$ cat src/hw/rtl/m2m_pkg.sv
`default_nettype none
package m2m_pkg;

  // delay width; pending time saturates at 2^TIME_BITS - 1 (valid range 14..28)
  localparam int TIME_BITS = 28;
  // MIDI variable-length time: up to four 7-bit groups
  localparam int GRP_N     = 4;
  localparam int TICK_W    = 7 * GRP_N;
  localparam logic [TIME_BITS-1:0] TIME_MAX = '1;

  localparam int CMDQ_DEPTH = 2;
  localparam int CMDQ_PTR_W = $clog2(CMDQ_DEPTH);

  // MUS event codes, descriptor bits 6..4
  localparam logic [2:0] EV_RELEASE   = 3'd0;
  localparam logic [2:0] EV_PRESS     = 3'd1;
  localparam logic [2:0] EV_PITCH     = 3'd2;
  localparam logic [2:0] EV_SYSTEM    = 3'd3;
  localparam logic [2:0] EV_CTRL      = 3'd4;
  localparam logic [2:0] EV_SCORE_END = 3'd6;

  // MUS controller numbers
  localparam logic [7:0] CTRL_PATCH     = 8'd0;
  localparam logic [7:0] CTRL_LAST      = 8'd9;
  localparam logic [7:0] SYS_CTRL_FIRST = 8'd10;
  localparam logic [7:0] SYS_CTRL_LAST  = 8'd14;

  // MIDI status nibbles
  localparam logic [3:0] ST_NOTE_OFF = 4'h8;
  localparam logic [3:0] ST_NOTE_ON  = 4'h9;
  localparam logic [3:0] ST_CTRL     = 4'hB;
  localparam logic [3:0] ST_PROG     = 4'hC;
  localparam logic [3:0] ST_PITCH    = 4'hE;

  // end-of-track meta event
  localparam logic [7:0] META_0 = 8'hFF;
  localparam logic [7:0] META_1 = 8'h2F;
  localparam logic [7:0] META_2 = 8'h00;

  localparam logic [3:0] CH_PERC_MUS = 4'd15;
  localparam logic [3:0] CH_PERC_MIDI = 4'd9;

  typedef enum logic [1:0] {
    CMD_EV2 = 2'd0,  // time + two event bytes
    CMD_EV3 = 2'd1,  // time + three event bytes
    CMD_EOT = 2'd2,  // time + end-of-track marker
    CMD_ERR = 2'd3   // single error word
  } cmd_kind_e;

  typedef struct packed {
    cmd_kind_e            kind;
    logic [TIME_BITS-1:0] ticks;
    logic [7:0]           b0;
    logic [7:0]           b1;
    logic [7:0]           b2;
  } cmd_t;

  typedef struct packed {
    logic valid;
    cmd_t cmd;
  } cmd_head_t;

  // MUS controller number to MIDI controller number
  function automatic logic [6:0] ctrl_map(input logic [3:0] idx);
    logic [6:0] r;
    unique case (idx)
      4'd0:    r = 7'h00;
      4'd1:    r = 7'h20;
      4'd2:    r = 7'h01;
      4'd3:    r = 7'h07;
      4'd4:    r = 7'h0A;
      4'd5:    r = 7'h0B;
      4'd6:    r = 7'h5B;
      4'd7:    r = 7'h5D;
      4'd8:    r = 7'h40;
      4'd9:    r = 7'h43;
      4'd10:   r = 7'h78;
      4'd11:   r = 7'h7B;
      4'd12:   r = 7'h7E;
      4'd13:   r = 7'h7F;
      4'd14:   r = 7'h79;
      default: r = 7'h00;
    endcase
    return r;
  endfunction

endpackage
`default_nettype wire

$ cat src/hw/rtl/m2m_front.sv
`default_nettype none
module m2m_front (
  input  wire logic          clk_i,
  input  wire logic          rst_ni,
  input  wire logic          push_i,
  input  wire logic [7:0]    score_byte_i,
  input  wire logic          q_full_i,
  output m2m_pkg::cmd_t      cmd_o,
  output logic               cmd_push_o
);

  typedef enum logic [6:0] {
    PH_DESC  = 7'b0000001,
    PH_KEY   = 7'b0000010,
    PH_VEL   = 7'b0000100,
    PH_CTRL  = 7'b0001000,
    PH_VALUE = 7'b0010000,
    PH_TIME  = 7'b0100000,
    PH_HALT  = 7'b1000000
  } phase_e;

  localparam int TB = m2m_pkg::TIME_BITS;

  phase_e          phase_q, phase_d;
  logic [7:0]      desc_q, desc_d;
  logic [7:0]      key_q, key_d;
  logic [7:0]      ctrl_q, ctrl_d;
  logic [6:0]      vel_q [16];
  logic            vel_we;
  logic [TB-1:0]   pend_q, pend_d;
  logic [TB-1:0]   acc_q, acc_d;

  logic            acc_en;
  logic [7:0]      b;
  logic [2:0]      code;
  logic [3:0]      ch;
  logic [TB-1:0]   acc_new;
  logic [TB:0]     sum;
  logic [TB-1:0]   pend_new;
  logic            evt;  // event command issued, ends with after-event step

  assign acc_en = push_i && !q_full_i;
  assign b      = score_byte_i;
  assign code   = desc_q[6:4];

  always_comb begin
    if (desc_q[3:0] == m2m_pkg::CH_PERC_MUS) begin
      ch = m2m_pkg::CH_PERC_MIDI;
    end else if (desc_q[3:0] == m2m_pkg::CH_PERC_MIDI) begin
      ch = m2m_pkg::CH_PERC_MUS;
    end else begin
      ch = desc_q[3:0];
    end
  end

  // acc*128+v overflows exactly when any of the top seven bits is set
  assign acc_new  = (|acc_q[TB-1:TB-7]) ? m2m_pkg::TIME_MAX : {acc_q[TB-8:0], b[6:0]};
  assign sum      = {1'b0, pend_q} + {1'b0, acc_new};
  assign pend_new = sum[TB] ? m2m_pkg::TIME_MAX : sum[TB-1:0];

  always_comb begin
    phase_d    = phase_q;
    desc_d     = desc_q;
    key_d      = key_q;
    ctrl_d     = ctrl_q;
    pend_d     = pend_q;
    acc_d      = acc_q;
    vel_we     = 1'b0;
    evt        = 1'b0;
    cmd_push_o = 1'b0;
    cmd_o.kind  = m2m_pkg::CMD_EV3;
    cmd_o.ticks = pend_q;
    cmd_o.b0    = 8'h00;
    cmd_o.b1    = 8'h00;
    cmd_o.b2    = 8'h00;

    if (acc_en) begin
      unique case (phase_q)
        PH_DESC: begin
          desc_d = b;
          unique case (b[6:4])
            m2m_pkg::EV_RELEASE, m2m_pkg::EV_PRESS, m2m_pkg::EV_PITCH: phase_d = PH_KEY;
            m2m_pkg::EV_SYSTEM, m2m_pkg::EV_CTRL:                      phase_d = PH_CTRL;
            m2m_pkg::EV_SCORE_END: begin
              cmd_push_o = 1'b1;
              cmd_o.kind = m2m_pkg::CMD_EOT;
              cmd_o.b0   = m2m_pkg::META_0;
              cmd_o.b1   = m2m_pkg::META_1;
              cmd_o.b2   = m2m_pkg::META_2;
              pend_d     = '0;
              phase_d    = PH_HALT;
            end
            default: begin
              cmd_push_o = 1'b1;
              cmd_o.kind = m2m_pkg::CMD_ERR;
              phase_d    = PH_HALT;
            end
          endcase
        end
        PH_KEY: begin
          key_d = b;
          unique if (code == m2m_pkg::EV_RELEASE) begin
            evt      = 1'b1;
            cmd_o.b0 = {m2m_pkg::ST_NOTE_OFF, ch};
            cmd_o.b1 = {1'b0, b[6:0]};
          end else if (code == m2m_pkg::EV_PRESS) begin
            if (b[7]) begin
              phase_d = PH_VEL;
            end else begin
              evt      = 1'b1;
              cmd_o.b0 = {m2m_pkg::ST_NOTE_ON, ch};
              cmd_o.b1 = {1'b0, b[6:0]};
              cmd_o.b2 = {1'b0, vel_q[ch]};
            end
          end else begin
            evt      = 1'b1;
            cmd_o.b0 = {m2m_pkg::ST_PITCH, ch};
            cmd_o.b1 = {1'b0, b[0], 6'b0};
            cmd_o.b2 = {1'b0, b[7:1]};
          end
        end
        PH_VEL: begin
          vel_we   = 1'b1;
          evt      = 1'b1;
          cmd_o.b0 = {m2m_pkg::ST_NOTE_ON, ch};
          cmd_o.b1 = {1'b0, key_q[6:0]};
          cmd_o.b2 = {1'b0, b[6:0]};
        end
        PH_CTRL: begin
          ctrl_d = b;
          if (code == m2m_pkg::EV_SYSTEM) begin
            if (b < m2m_pkg::SYS_CTRL_FIRST || b > m2m_pkg::SYS_CTRL_LAST) begin
              cmd_push_o = 1'b1;
              cmd_o.kind = m2m_pkg::CMD_ERR;
              phase_d    = PH_HALT;
            end else begin
              evt      = 1'b1;
              cmd_o.b0 = {m2m_pkg::ST_CTRL, ch};
              cmd_o.b1 = {1'b0, m2m_pkg::ctrl_map(b[3:0])};
            end
          end else begin
            phase_d = PH_VALUE;
          end
        end
        PH_VALUE: begin
          unique if (ctrl_q == m2m_pkg::CTRL_PATCH) begin
            evt        = 1'b1;
            cmd_o.kind = m2m_pkg::CMD_EV2;
            cmd_o.b0   = {m2m_pkg::ST_PROG, ch};
            cmd_o.b1   = {1'b0, b[6:0]};
          end else if (ctrl_q > m2m_pkg::CTRL_LAST) begin
            cmd_push_o = 1'b1;
            cmd_o.kind = m2m_pkg::CMD_ERR;
            phase_d    = PH_HALT;
          end else begin
            evt      = 1'b1;
            cmd_o.b0 = {m2m_pkg::ST_CTRL, ch};
            cmd_o.b1 = {1'b0, m2m_pkg::ctrl_map(ctrl_q[3:0])};
            cmd_o.b2 = b[7] ? 8'h7F : b;
          end
        end
        PH_TIME: begin
          acc_d = acc_new;
          if (!b[7]) begin
            pend_d  = pend_new;
            acc_d   = '0;
            phase_d = PH_DESC;
          end
        end
        PH_HALT: ;
        default: phase_d = PH_HALT;
      endcase

      if (evt) begin
        cmd_push_o = 1'b1;
        pend_d     = '0;
        acc_d      = '0;
        phase_d    = desc_q[7] ? PH_TIME : PH_DESC;
      end
    end
  end

  always_ff @(posedge clk_i or negedge rst_ni) begin
    if (!rst_ni) begin
      phase_q <= PH_DESC;
      desc_q  <= '0;
      key_q   <= '0;
      ctrl_q  <= '0;
      pend_q  <= '0;
      acc_q   <= '0;
      for (int i = 0; i < 16; i++) begin
        vel_q[i] <= 7'h7F;
      end
    end else begin
      phase_q <= phase_d;
      desc_q  <= desc_d;
      key_q   <= key_d;
      ctrl_q  <= ctrl_d;
      pend_q  <= pend_d;
      acc_q   <= acc_d;
      if (vel_we) begin
        vel_q[ch] <= b[6:0];
      end
    end
  end

endmodule
`default_nettype wire

$ cat src/hw/rtl/m2m_cmdq.sv
`default_nettype none
module m2m_cmdq (
  input  wire logic          clk_i,
  input  wire logic          rst_ni,
  input  wire logic          push_i,
  input  wire m2m_pkg::cmd_t cmd_i,
  output logic               full_o,
  input  wire logic          pop_i,
  output m2m_pkg::cmd_head_t head_o
);

  localparam int PW = m2m_pkg::CMDQ_PTR_W;

  m2m_pkg::cmd_t ent_q [m2m_pkg::CMDQ_DEPTH];
  logic [PW-1:0] wr_q, rd_q;
  logic [PW:0]   cnt_q;
  logic          do_push, do_pop;

  assign full_o       = (cnt_q == (PW+1)'(m2m_pkg::CMDQ_DEPTH));
  assign head_o.valid = (cnt_q != '0);
  assign head_o.cmd   = ent_q[rd_q];
  assign do_push      = push_i && !full_o;
  assign do_pop       = pop_i && head_o.valid;

  always_ff @(posedge clk_i) begin
    if (do_push) begin
      ent_q[wr_q] <= cmd_i;
    end
  end

  always_ff @(posedge clk_i or negedge rst_ni) begin
    if (!rst_ni) begin
      wr_q  <= '0;
      rd_q  <= '0;
      cnt_q <= '0;
    end else begin
      if (do_push) begin
        wr_q <= wr_q + 1'b1;
      end
      if (do_pop) begin
        rd_q <= rd_q + 1'b1;
      end
      unique case ({do_push, do_pop})
        2'b10:   cnt_q <= cnt_q + 1'b1;
        2'b01:   cnt_q <= cnt_q - 1'b1;
        default: cnt_q <= cnt_q;
      endcase
    end
  end

endmodule
`default_nettype wire

$ cat src/hw/rtl/m2m_back.sv
`default_nettype none
module m2m_back (
  input  wire logic               clk_i,
  input  wire logic               rst_ni,
  input  wire m2m_pkg::cmd_head_t head_i,
  output logic                    cmd_pop_o,
  output logic                    empty_o,
  input  wire logic               pop_i,
  output logic [7:0]              out_byte_o,
  output logic                    last_of_run_o,
  output logic                    end_of_track_o,
  output logic                    error_o,
  output logic [31:0]             track_length_o
);

  logic [m2m_pkg::TICK_W-1:0] t;
  logic [2:0]  nt, ne, total, idx_q;
  logic [1:0]  g, j;
  logic        is_err, in_time, last, adv;
  logic [7:0]  byte_w;
  logic        out_vld_q;
  logic [31:0] cnt_q;

  assign t      = m2m_pkg::TICK_W'(head_i.cmd.ticks);
  assign is_err = (head_i.cmd.kind == m2m_pkg::CMD_ERR);

  // number of variable-length time groups
  always_comb begin
    priority if (is_err)          nt = 3'd0;
    else if (t[27:7] == '0)       nt = 3'd1;
    else if (t[27:14] == '0)      nt = 3'd2;
    else if (t[27:21] == '0)      nt = 3'd3;
    else                          nt = 3'd4;
  end

  always_comb begin
    unique case (head_i.cmd.kind)
      m2m_pkg::CMD_EV2: ne = 3'd2;
      m2m_pkg::CMD_EV3: ne = 3'd3;
      m2m_pkg::CMD_EOT: ne = 3'd3;
      m2m_pkg::CMD_ERR: ne = 3'd1;
      default:          ne = 3'd1;
    endcase
  end

  assign total   = nt + ne;
  assign in_time = (idx_q < nt);
  assign g       = 2'(nt - idx_q - 3'd1);  // most significant group first
  assign j       = 2'(idx_q - nt);
  assign last    = (idx_q == total - 3'd1);

  always_comb begin
    if (in_time) begin
      unique case (g)
        2'd0: byte_w = {1'b0, t[6:0]};
        2'd1: byte_w = {1'b1, t[13:7]};
        2'd2: byte_w = {1'b1, t[20:14]};
        2'd3: byte_w = {1'b1, t[27:21]};
        default: byte_w = '0;
      endcase
    end else if (is_err) begin
      byte_w = 8'h00;
    end else begin
      unique case (j)
        2'd0:    byte_w = head_i.cmd.b0;
        2'd1:    byte_w = head_i.cmd.b1;
        default: byte_w = head_i.cmd.b2;
      endcase
    end
  end

  // output register refills in the cycle its word is taken
  assign adv       = head_i.valid && (!out_vld_q || pop_i);
  assign cmd_pop_o = adv && last;
  assign empty_o   = !out_vld_q;

  always_ff @(posedge clk_i) begin
    if (adv) begin
      out_byte_o     <= byte_w;
      last_of_run_o  <= last;
      end_of_track_o <= (head_i.cmd.kind == m2m_pkg::CMD_EOT) && !in_time;
      error_o        <= is_err;
      track_length_o <= is_err ? cnt_q : cnt_q + 32'd1;
    end
  end

  always_ff @(posedge clk_i or negedge rst_ni) begin
    if (!rst_ni) begin
      out_vld_q <= 1'b0;
      idx_q     <= '0;
      cnt_q     <= '0;
    end else begin
      if (adv) begin
        out_vld_q <= 1'b1;
        idx_q     <= last ? 3'd0 : idx_q + 3'd1;
        if (!is_err) begin
          cnt_q <= cnt_q + 32'd1;
        end
      end else if (pop_i) begin
        out_vld_q <= 1'b0;
      end
    end
  end

endmodule
`default_nettype wire

$ cat src/hw/rtl/mus_to_midi_stream_converter_top.sv
// MUS score to MIDI track byte converter. Push raw score bytes from the first
// event descriptor on; pop MIDI track bytes. The front end parses one score
// byte per cycle unless the queue is full and hands finished events to a
// two-entry command queue; the back end serializes each command, one output
// byte per cycle unless an unpopped word holds it, into an output register.
// An input byte yields zero to seven output bytes (up to four variable-length
// time bytes plus the event). The back end's one byte per cycle sets the pace:
// bytes that produce nothing are taken one per cycle while earlier events
// drain and the queue has room. With the back end idle, the first word of a
// burst goes via the command queue, then the output register, to the ports.
// full rises only while the command queue holds two events.
// The velocity table resets in the reset cycle itself; there is no clearing
// pass. Each word carries last_of_run on the final byte of an input's burst,
// end_of_track on FF 2F 00, and the running track byte count. A bad event or
// controller yields one word with error set and out_byte zero, then the block
// halts (later pushes are accepted and dropped) until reset.
`default_nettype none
module mus_to_midi_stream_converter_top (
  input  wire logic        clk_i,
  input  wire logic        rst_ni,
  input  wire logic        push,
  output logic             full,
  input  wire logic [7:0]  score_byte_i,
  output logic             empty,
  input  wire logic        pop,
  output logic [7:0]       out_byte_o,
  output logic             last_of_run_o,
  output logic             end_of_track_o,
  output logic             error_o,
  output logic [31:0]      track_length_o
);

  m2m_pkg::cmd_t      cmd;
  logic               cmd_push;
  logic               cmd_pop;
  m2m_pkg::cmd_head_t head;

  // front: descriptor parsing, velocity table, delay accumulation
  m2m_front u_front (
    .clk_i        (clk_i),
    .rst_ni       (rst_ni),
    .push_i       (push),
    .score_byte_i (score_byte_i),
    .q_full_i     (full),
    .cmd_o        (cmd),
    .cmd_push_o   (cmd_push)
  );

  // decouples parsing from byte serialization
  m2m_cmdq u_cmdq (
    .clk_i  (clk_i),
    .rst_ni (rst_ni),
    .push_i (cmd_push),
    .cmd_i  (cmd),
    .full_o (full),
    .pop_i  (cmd_pop),
    .head_o (head)
  );

  // back: time bytes, event bytes, track count, output register
  m2m_back u_back (
    .clk_i          (clk_i),
    .rst_ni         (rst_ni),
    .head_i         (head),
    .cmd_pop_o      (cmd_pop),
    .empty_o        (empty),
    .pop_i          (pop),
    .out_byte_o     (out_byte_o),
    .last_of_run_o  (last_of_run_o),
    .end_of_track_o (end_of_track_o),
    .error_o        (error_o),
    .track_length_o (track_length_o)
  );

endmodule
`default_nettype wire

$ cat config.mk
export PLATFORM = sky130hd
export DESIGN_NAME = mus_to_midi_stream_converter_top
export DESIGN_NICKNAME = d
export VERILOG_FILES = /design/src/hw/rtl/m2m_pkg.sv /design/src/hw/rtl/m2m_front.sv /design/src/hw/rtl/m2m_cmdq.sv /design/src/hw/rtl/m2m_back.sv /design/src/hw/rtl/mus_to_midi_stream_converter_top.sv
export SDC_FILE = /design/constraint.sdc
export NUM_CORES = 1
export LEC_CHECK = 0
export ABC_AREA = 1
export BUFFER_PORTS_ARGS = -buffer_cell sky130_fd_sc_hd__buf_2
export CAP_MARGIN = 20
export CELL_PAD_IN_SITES_DETAIL_PLACEMENT = 1
export CELL_PAD_IN_SITES_GLOBAL_PLACEMENT = 1
export CORE_MARGIN = 3
export CORE_UTILIZATION = 43
export CTS_CLUSTER_DIAMETER = 30
export DETAILED_ROUTE_END_ITERATION = 8
export PLACE_DENSITY = 0.75
export SLEW_MARGIN = 20
export SYNTH_ARGS = -nofsm -noshare
export SYNTH_HDL_FRONTEND = slang
export SYNTH_SLANG_ARGS = --single-unit
$ cat constraint.sdc
create_clock -name clk_i -period 4.4 [get_ports clk_i]
set_input_delay 0.44 -clock clk_i [delete_from_list [all_inputs] [get_ports clk_i]]
set_output_delay 0.44 -clock clk_i [all_outputs]
set_load 0.05 [all_outputs]
==> run summary <==
Wires add up to 66.0 mm. For the later-pin clock latency in the skew report, the log shows 630 ps. The clock transition at the register clock pins on the worst setup and hold paths after CTS was 50 ps. The die is 227 um tall. The number of hold-slack violations in the final timing report came out at 0. Global routing consumed, over all layers together, 25.8% of the routing resources. Setup violations remaining at the end of the flow were counted as 0.

CTS placed an instance of sky130_fd_sc_hd__clkbuf_16 at the clock tree root. Net switching is 37.8% of the power. At the end of the flow the core is filled with cells to 52.8%. Across the VDD grid, the largest voltage drop is 283 uV. The part of the power in the clock network came out at 42.7%. The run gives 5814 as the number of fillers in the final layout.

Leaving out fill and tap cells, the most frequent cells in the layout are 1046 x sky130_fd_sc_hd__nand2_1, 307 x sky130_fd_sc_hd__inv_1, 206 x sky130_fd_sc_hd__o21ai_0. Headroom to the max-slew limit came out at 41.8%. Via count of the first global-routing pass: 19500. The congestion estimate from routability-driven global placement came to 0.913. CTS H-tree depth: 3. The tools report the final-report max-slew violation count as 0. The routed wirelength normalized by instance count was 18.9 um; the net switching component of the power was 6.48 mW.

Combinational logic is responsible for 29.4% of the overall power. Cell class contributing the biggest share of worst-path delay: simple AND/OR/NAND/NOR gates. For this block, the initial DRC count from the detailed router was 1222.

Data arrives at the worst endpoint at 4420 ps. Setup repair after global routing left no endpoint under its margin. The tools report the required arrival time at the worst endpoint as 4910 ps. Detailed placement ended at an HPWL of 44.8 mm. Global routing used 43.5% of the available met2 tracks. The most common cell after layout, fill and taps aside was sky130_fd_sc_hd__nand2_1. The clock drives 385 sinks. The average instance area after synthesis was 7.81 sq um. The via density per instance works out to 5.29. The first detailed-routing pass ran for 5 iterations. The initialized floorplan defines 80 standard-cell rows. The setup path with the least slack is of type reg -> reg.

The tools report the final layout net count as 2846. For the via total after detailed routing, the log shows 18400. The critical path's slowest cell was sky130_fd_sc_hd__or2_2. The internal cell power is 10.7 mW. Most frequent cell on the critical path: sky130_fd_sc_hd__nand2_1.

After synthesis the cells add up to 21000 sq um. Once the clock tree was built, the resizer swapped 0 gates to a different size. Across the run, the number of max-cap violations was 0. The number of different library cells used by synthesis comes to 52. The setup TNS is 0 ps, and the highest net fanout along the worst path is 23. Dividing total power by cell area gives a power density of 676 nW/um^2. The flow ran to the end, and the final reports show no timing, DRC or antenna violations.

Prevailing post-synth register cell: sky130_fd_sc_hd__edfxtp_1. Together, buffers and inverters on the worst path number 2. The post-layout minimum cycle time came out at 3910 ps. The area enclosed by the die boundary is 51600 sq um, and the quantity of I/O buffers inserted on ports is 56.

Type of origin of the critical path: a register. The tools report the maximum count of clock buffers along a single path as 3. Final period utilization: 88.9%. For the placeable core area, the log shows 48000 sq um. The run gives 57 as the count of pins on the block boundary. In the routed design, unresolved DRC markers number 0.

The repair_antennas step left the layout with diodes totalling 0. The number of nets handed over by synthesis was 2756. Number of enable flip-flop cells after synthesis: 147. For the cell leakage power, the log shows 11.5 nW. The portion of the post-synthesis area used by sequential elements is 50.0%. TritonCTS built the clock tree. On the worst path, the slowest cell contributes a delay of 530 ps.

The path type of the worst min-delay path was in -> reg. From left edge to right edge, the die measures 227 um. The number of synthesis warnings was 0. The actual transition at the worst max-transition pin works out to 872 ps.

The critical path goes through nor4_1 > nand2_1 > or2_2 > ha_1 > nand2_1 > inv_1 > nand2_1 > nand2_1 > nand2_1 > nand2_1 > nand2_1 > nand2_1 > nor2_2 > buf_4 > nand3_1 > nand2_1 > nand2_1. Synthesis produced a netlist whose cell count is 2693. For this run, the top clock speed supported by timing is 256 MHz.

The initial utilization of the core area, before any placement, comes to 43.8%. For this run, asynchronously set or reset flops after synthesis account for 61.8%. In the global route stage, met1 resource usage came out at 33.5%. The layout overhead on the synthesized area came out at 20.6%. The logs give 0 for the total overflow reported by the global router and 27.9% for the fraction of power consumed by sequential logic. Counting the buffers created by CTS gives 96.

Entering global routing, the biggest net connects 99 pins. Initial antenna violation count: 0. The count of antenna-violating nets left after detailed routing was 0; the routing usage on met3 was 4.45%. The run gives 105 mm as the first-pass GRT wire length. In this run, synthesis produced a sequential element count of 385.

Of the cells placed in the final design, the portion with a size suffix greater than 1 is 15.5%. The global routing stage identified its most utilized layer as met2. The clock arrives with 21.6 ps of skew.

The tools report the capturing element type of the critical path as a register.
## Yosys cell counts, types with 2 or more instances
cell	n	share of area (%)
sky130_fd_sc_hd__edfxtp_1	147	21
sky130_fd_sc_hd__nand2_1	1046	19
sky130_fd_sc_hd__inv_1	308	5.5
sky130_fd_sc_hd__o22ai_1	2	0.060
sky130_fd_sc_hd__a31oi_1	4	0.12
sky130_fd_sc_hd__nor3_1	29	0.69
sky130_fd_sc_hd__nand3b_1	5	0.18
sky130_fd_sc_hd__a21o_1	2	0.071
sky130_fd_sc_hd__buf_1	7	0.13
sky130_fd_sc_hd__and2_1	2	0.060
sky130_fd_sc_hd__nand4_1	23	0.68
sky130_fd_sc_hd__ha_1	50	3.0
sky130_fd_sc_hd__xnor2_1	22	0.92
sky130_fd_sc_hd__mux2i_1	5	0.24
sky130_fd_sc_hd__buf_2	29	0.69
sky130_fd_sc_hd__nor2_2	6	0.18
sky130_fd_sc_hd__a22o_1	2	0.083
sky130_fd_sc_hd__dfstp_2	113	14
sky130_fd_sc_hd__o211ai_1	2	0.071
sky130_fd_sc_hd__buf_6	9	0.48
sky130_fd_sc_hd__buf_4	5	0.18
sky130_fd_sc_hd__o21bai_1	3	0.11
sky130_fd_sc_hd__inv_2	7	0.13
sky130_fd_sc_hd__nor3b_1	2	0.071
sky130_fd_sc_hd__nor2_1	134	2.4
sky130_fd_sc_hd__o21ai_0	206	4.9
sky130_fd_sc_hd__nor4_1	3	0.089
sky130_fd_sc_hd__or2_2	27	0.80
sky130_fd_sc_hd__dfrtp_1	125	15
sky130_fd_sc_hd__nor3_4	2	0.15
sky130_fd_sc_hd__a21oi_1	71	1.7
sky130_fd_sc_hd__clkbuf_1	50	0.89
sky130_fd_sc_hd__nand2_2	13	0.39
sky130_fd_sc_hd__xor2_1	18	0.75
sky130_fd_sc_hd__o21ai_1	64	1.5
sky130_fd_sc_hd__nor2_4	6	0.32
sky130_fd_sc_hd__nand3_1	128	3.0
sky130_fd_sc_hd__a22oi_1	2	0.071
## final cells by class
cell class	count	area (sq um)	area share (%)
Clock buffer	115	2610	10.3
Clock inverter	67	818	3.23
Inverter	316	1190	4.68
Multi-Input combinational cell	1892	8850	34.9
Sequential cell	385	10500	41.5
Tap cell	615	769	3.04
Timing Repair Buffer	92	603	2.38
## path summary, 6_finish.rpt
path,start,to,slack (ps),depth (start not counted)
worst min-delay path,score_byte_i[6],u_front.vel_q[13],290,3
worst max-delay path,u_front.acc_q[22],u_front.pend_q[16],490,17
worst max register to register,u_front.acc_q[22],u_front.pend_q[16],490,17
max in group asynchronous,rst_ni,u_front.desc_q[0],2850,3
worst min register to register,u_front.vel_q[75],u_front.vel_q[75],470,2
min in group asynchronous,rst_ni,u_front.desc_q[1],480,2
## worst reg2reg max path: stages, from the launching register on
cell	delay, ps
sky130_fd_sc_hd__dfrtp_1	380
sky130_fd_sc_hd__nor4_1	280
sky130_fd_sc_hd__nand2_1	490
sky130_fd_sc_hd__or2_2	530
sky130_fd_sc_hd__ha_1	400
sky130_fd_sc_hd__nand2_1	150
sky130_fd_sc_hd__inv_1	60
sky130_fd_sc_hd__nand2_1	60
sky130_fd_sc_hd__nand2_1	70
sky130_fd_sc_hd__nand2_1	60
sky130_fd_sc_hd__nand2_1	60
sky130_fd_sc_hd__nand2_1	60
sky130_fd_sc_hd__nand2_1	110
sky130_fd_sc_hd__nor2_2	340
sky130_fd_sc_hd__buf_4	350
sky130_fd_sc_hd__nand3_1	190
sky130_fd_sc_hd__nand2_1	110
sky130_fd_sc_hd__nand2_1	60
## metrics by stage
step           instances  total power [mW]  instance area [sq um]  hold slack, ps  setup WS (ps)
6_report            3482              17.1                  25300             289            489
5_1_grt             3482              18.1                  25300             314            123
4_1_cts             3482              17.3                  25300             253            571
3_5_place_dp        3298              9.77                  21900             465            580
3_3_place_gp        3298              9.60                  21900             459            604
2_1_floorplan       2693              8.25                  21000             144            635
## registers in the layout, indices dropped and copies added (netlist names), 2 cells and up
register               flops
u_front.acc_q             28
u_back.cnt_q              32
u_front.pend_q            28
u_cmdq.cnt_q               2
u_back.idx_q               3
u_cmdq.ent_q             104
u_back.out_byte_o          8
u_front.phase_q            7
u_front.key_q              7
u_back.track_length_o     32
u_front.desc_q             8
u_front.ctrl_q             8
u_front.vel_q            112
## power groups by stage
stage               clock network, mW  logic (mW)  registers, mW
floorplan                           0        2.96           5.29
global placement                    0        4.81           4.80
detailed placement                  0        4.96           4.81
CTS                              7.43        5.06           4.77
global route                     7.65        5.59           4.83
finish                           7.33        5.04           4.77
## metal layers
metal	vias up	routed length, um
li1	8805	-
met1	9076	29400
met2	410	31300
met3	129	3200
met4	0	2010
met5	-	0
## cells by family (layout without fill, tap and decap cells)
logic type               Yosys count  count (layout)  share of synthesized area, %
XOR/XNOR                          40              40                          1.67
flip-flops                       385             385                          50.0
AND/OR/NAND/NOR                 1431            1431                          28.0
adder cells (fa/ha/maj)           51              51                          3.07
buffers and inverters            416             590                          8.01
multiplexers                       5               5                         0.238
AO/OA/AOI/OAI                    365             365                          8.98
## repair_timing
item | in CTS | in global routing
buffers inserted | 0 | 0
hold endpoints to repair | 43 | 0
hold buffers | 2 | 0
Power figures use the tool's default switching activity.
